### src/design/pol_pkg.sv
package pol_pkg;

  typedef enum logic [1:0] {
    FUNC_INSERT = 2'd0,
    FUNC_READ   = 2'd1,
    FUNC_REMOVE = 2'd2,
    FUNC_NOP    = 2'd3
  } func_t;

  typedef enum logic [1:0] {
    POL_ALWAYS  = 2'd0,
    POL_ABSENT  = 2'd1,
    POL_PRESENT = 2'd2,
    POL_ALT     = 2'd3
  } policy_t;

  typedef enum logic [1:0] {
    STAT_OK      = 2'd0,
    STAT_REFUSED = 2'd1,
    STAT_RANGE   = 2'd2,
    STAT_FULL    = 2'd3
  } status_t;

  typedef enum logic [1:0] {
    UPD_NONE,
    UPD_INSERT,
    UPD_REMOVE
  } upd_mode_t;

  typedef enum logic [1:0] {
    ST_IDLE,
    ST_EVAL,
    ST_APPLY
  } state_t;

  typedef struct packed {
    logic        [1:0]  func;
    logic        [1:0]  policy;
    logic        [15:0] object_id;
    logic signed [31:0] prio_in;
    logic        [4:0]  position;
  } in_item_t;

  typedef struct packed {
    logic        [1:0]  status;
    logic        [15:0] object_out;
    logic signed [31:0] prio_out;
    logic        [5:0]  entry_count;
  } out_item_t;

  // control broadcast from the sequencer to every cell
  typedef struct packed {
    logic      eval_en;
    logic      upd_en;
    upd_mode_t mode;
  } cell_ctl_t;

endpackage

### src/design/pol_cell.sv
module pol_cell
  import pol_pkg::*;
#(
  parameter int IDX    = 0,
  parameter int OBJ_W  = 16,
  parameter int PRIO_W = 32,
  parameter int CNT_W  = 6
) (
  input  logic              clk,
  input  cell_ctl_t         ctl,
  input  logic [OBJ_W-1:0]  req_obj,
  input  logic [PRIO_W-1:0] req_prio,
  input  logic [4:0]        req_pos,
  input  logic [CNT_W-1:0]  count,
  // neighbor toward the head
  input  logic [OBJ_W-1:0]  left_obj,
  input  logic [PRIO_W-1:0] left_prio,
  input  logic              fb_in,
  input  logic              ib_in,
  input  logic [OBJ_W-1:0]  rd_obj_in,
  input  logic [PRIO_W-1:0] rd_prio_in,
  // neighbor toward the tail
  input  logic [OBJ_W-1:0]  right_obj,
  input  logic [PRIO_W-1:0] right_prio,
  input  logic              gx_right,
  output logic [OBJ_W-1:0]  obj_q,
  output logic [PRIO_W-1:0] prio_q,
  output logic              gx_q,
  output logic              fb_out,
  output logic              ib_out,
  output logic [OBJ_W-1:0]  rd_obj_out,
  output logic [PRIO_W-1:0] rd_prio_out,
  output logic              match
);

  logic [OBJ_W-1:0]  obj_r, obj_nxt;
  logic [PRIO_W-1:0] prio_r, prio_nxt;
  logic              m_r, gx_r, hit_r;
  logic              occupied, gt;
  logic              f_lt, f_le, i_lt, i_le, i_le_next;

  assign occupied = IDX < int'(count);
  assign gt       = $signed(req_prio) > $signed(prio_r);
  assign match    = occupied && (obj_r == req_obj);

  // prefix flags along the chain: first match and insertion point
  assign f_lt      = fb_in;
  assign f_le      = fb_in | m_r;
  assign i_lt      = ib_in;
  assign i_le      = ib_in | gx_r;
  assign i_le_next = i_le | gx_right;

  assign fb_out      = f_le;
  assign ib_out      = i_le;
  assign obj_q       = obj_r;
  assign prio_q      = prio_r;
  assign gx_q        = gx_r;
  assign rd_obj_out  = rd_obj_in | (hit_r ? obj_r : '0);
  assign rd_prio_out = rd_prio_in | (hit_r ? prio_r : '0);

  always_comb begin
    obj_nxt  = obj_r;
    prio_nxt = prio_r;
    case (ctl.mode)
      UPD_INSERT: begin
        if (f_le && !i_le_next) begin
          obj_nxt  = right_obj;
          prio_nxt = right_prio;
        end else if ((f_le && i_le_next && !i_le) || (!f_lt && i_le && !i_lt)) begin
          obj_nxt  = req_obj;
          prio_nxt = req_prio;
        end else if (i_lt && !f_lt) begin
          obj_nxt  = left_obj;
          prio_nxt = left_prio;
        end
      end
      UPD_REMOVE: begin
        if (IDX >= int'(req_pos)) begin
          obj_nxt  = right_obj;
          prio_nxt = right_prio;
        end
      end
      default: begin
      end
    endcase
  end

  always_ff @(posedge clk) begin
    if (ctl.eval_en) begin
      m_r   <= match;
      gx_r  <= occupied ? gt : 1'b1;
      hit_r <= IDX == int'(req_pos);
    end
    if (ctl.upd_en) begin
      obj_r  <= obj_nxt;
      prio_r <= prio_nxt;
    end
  end

endmodule

### config.mk
export PLATFORM = sky130hd
export DESIGN_NAME = pol_cell
export DESIGN_NICKNAME = d
export VERILOG_FILES = /design/src/design/pol_pkg.sv /design/src/design/pol_cell.sv
export SDC_FILE = /design/constraint.sdc
export NUM_CORES = 1
export LEC_CHECK = 0
export BUFFER_PORTS_ARGS = -buffer_cell sky130_fd_sc_hd__buf_4
export CAP_MARGIN = 40
export CELL_PAD_IN_SITES_DETAIL_PLACEMENT = 0
export CELL_PAD_IN_SITES_GLOBAL_PLACEMENT = 1
export CORE_ASPECT_RATIO = 0.7
export CORE_MARGIN = 5
export CORE_UTILIZATION = 30
export DETAILED_ROUTE_END_ITERATION = 16
export PLACE_DENSITY_LB_ADDON = 0.12
export SYNTH_ARGS = -nofsm -noshare
export SYNTH_HDL_FRONTEND = slang
export SYNTH_SLANG_ARGS = --single-unit
export TNS_END_PERCENT = 30
### constraint.sdc
create_clock -name clk -period 5.6 [get_ports clk]
set_clock_uncertainty 0.15 [all_clocks]
set_input_delay 1.68 -clock clk [delete_from_list [all_inputs] [get_ports clk]]
set_output_delay 1.68 -clock clk [all_outputs]
set_load 0.01 [all_outputs]
==> flow_summary.yaml <==
floorplan:
  core_area_um2: 13100
  die_w_um: 148
  initial_core_util_pct: 30.6
  dieArea_um2: 15900
  io_pins: 311
  die_h_um: 107
  num_rows: 35
synth:
  syn_inst: 426
  yosysSeqAreaShare_pct: 38.1
  synth_ff_type: "edfxtp_1"
  synth.avg_cell_area_um2: 9.44
  synth_edf_count: 51
  synth-seq-cells: 51
  synth-xor-area-share_pct: 3.48
  async_flop_share_pct: 0
  ys_types: 33
  yosysTopAreaCell: "edfxtp_1"
  synth-simple-area-share_pct: 10.5
  synth_top_family_by_area: "compound AO/OA/AOI/OAI gates"
  syn_area_um2: 4020
  synth_compound_area_share_pct: 19.5
  synthTopCellsByArea: "edfxtp_1, mux2i_1, ha_1, a21o_1, a21oi_1"
  synth_fa_ha_area_share_pct: 10.6
  synth_mux_area_share_pct: 11.9
  syn-num-nets: 671
  ys_warn_count: 0
  synth_top_cell_area_share_pct: 38.1
timing:
  worst_pin_slew_ns: 0.869
  finalMaxSlewViolations: 0
  setup_violations: 0
  final.setup.tns_ns: 0
  rsz0062_at_grt: "false"
  max_freq_ghz: 0.207
  period_needed_ns: 4.83
  hold_viol: 0
  relSlewSlack_pct: 42.0
  fin_crit_sh_pct: 86.3
placement:
  place.gp.congestion: 0.784
  io_buffer_count: 310
  hpwl_mm: 13.2
clock_network:
  htree_levels: 2
  cts.clk_slew.worst_paths_ns: 0.07
  cts_resized: 0
  clk_latency_ns: 0.29
  cts_buffers: 5
  cts_sinks: 51
  holdBufCountCts: 0
  tritoncts: "built"
  cts.path.max_buffers: 2
  cts-root-buf: "clkbuf_16"
  post_cts_buffers: 0
critical_path:
  critPathKind: "in -> out"
  critPathBufInv: 2
  cp_top_family: "simple AND/OR/NAND/NOR gates"
  regToRegSetupSlack_ns: 3.03
  worstRegToRegCells: 6
  critical_path_required_ns: 3.77
  path_max_fanout: 2
  worstSetupStartpointType: "input pin"
  worstPathArrival_ns: 3.00
  worstSetupEndpointType: "output port"
  r2r_start: "gx_q"
  slowest_delay_ns: 0.40
  slowest_stage: "nor4_1"
  r2r_end: "prio_q[4]"
  cp_cell_sequence: "buf_4 -> xor2_1 -> nor4_1 -> nand2_1 -> nor4_1 -> buf_4"
min_path:
  whs_path_depth: 3
  hp-start: "obj_q[3]"
  worstHoldEndpoint: "m_r"
  min_path_type: "reg -> reg"
route:
  drt_first_pass_iters: 4
  vias: 4255
  viasPerCell: 4.76
  ant_nets: 0
  drc: 0
  drt_iter0_drc: 96
  post_drt_wl_per_cell_um: 17.4
  drt-total-wl_mm: 15.6
finish:
  antenna_cells: 0
  syn_to_final_growth_pct: 66.4
  drive_gt1_share_pct: 44.8
  layout_commonest_cell: "buf_4"
  fin_nets: 972
  layout_common_cells: "buf_4, a21oi_1, nor2_1"
run:
  cap_violations: 0
outcome:
  status: "finished, final reports clean"
global_route:
  grt_usage_pct: 18.6
  grt_max_degree: 65
  grt_pass1_wl_mm: 23.2
  grt_pass1_vias: 4334
  grt_overflow_total: 0
  antenna_found_initial: 0
power_and_ir_drop:
  irDropWorstVdd_uv: 129
  power_uw: 1260
  p_leak_uw: 0.00353
  power_density_nw_per_um2: 188
layer usage:
metal / vias to the layer above / part of all wire, % / global-route usage, %
met5: - / 0 / 0
met4: 0 / 0.94 / 2.83
met1: 1926 / 41 / 23.1
li1: 2150 / - / -
met3: 10 / 8.6 / 5.96
met2: 169 / 50 / 32.4
metrics by stage:
stage	worst slack (ns)	hold WS [ns]	util, %	area, µm²	cells
finish	0.766	0.611	50.9	6690	894
global route	0.577	0.677	50.9	6690	894
CTS	0.772	0.625	50.9	6690	894
detailed placement	0.775	0.617	49.7	6530	886
global placement	0.791	0.607	49.5	6510	885
floorplan	1.11	0.643	-	4020	426
flip-flops by register name, indices dropped and copies added, names as in the netlist:
name	count
prio_q	32
hit_r	1
obj_q	16
m_r	1
gx_q	1
worst max-delay path by stage:
| stage | start | end | slack, ns | depth (start not counted) |
|---|---|---|---|---|
| 3_3_place_gp | req_obj[6] | match | 0.79 | 6 |
| 5_1_grt | req_obj[6] | match | 0.58 | 6 |
| 3_5_place_dp | req_obj[6] | match | 0.77 | 6 |
| 6_report | req_obj[6] | match | 0.77 | 6 |
| 4_1_cts | req_obj[6] | match | 0.77 | 6 |
| 2_1_floorplan | req_obj[6] | match | 1.11 | 4 |
worst reg2reg max path, delay by kind of cell (launching register included):
family | cells | cell delay [ns]
compound gates | 1 | 0.08
buf+inv | 1 | 0.35
flops | 1 | 0.48
simple gates | 4 | 1.21
power breakdown:
part / switching [µW] / total [µW] / internal [µW]
combinational: 187 / 427 / 240
clock: 140 / 349 / 209
sequential: 25.6 / 484 / 458
total: 353 / 1260 / 907
cell usage after synthesis (5+ instances only):
cell type	count
nor2_1	57
mux2i_1	48
xnor2_1	12
edfxtp_1	51
nand4_1	11
nand2_1	11
nor4_1	5
clkbuf_1	8
a21o_1	49
buf_2	10
inv_1	35
ha_1	34
a21oi_1	62
area by class of cell:
class	instances	area [µm²]
clock buffer	5	125
fill	1270	6440
inverter	35	131
tap	166	208
multi-input combinational	319	2270
clock inverter	3	38.8
sequential	51	1530
timing repair buffer	315	2390
cell families (layout without fill, tap and decap cells):
family | Yosys count | count (layout)
compound gates | 126 | 126
fa+ha+maj | 34 | 34
xor+xnor | 16 | 16
buf+inv | 56 | 358
flops | 51 | 51
mux | 48 | 48
simple gates | 95 | 95
Note: power is estimated with default switching activity, not from simulation.
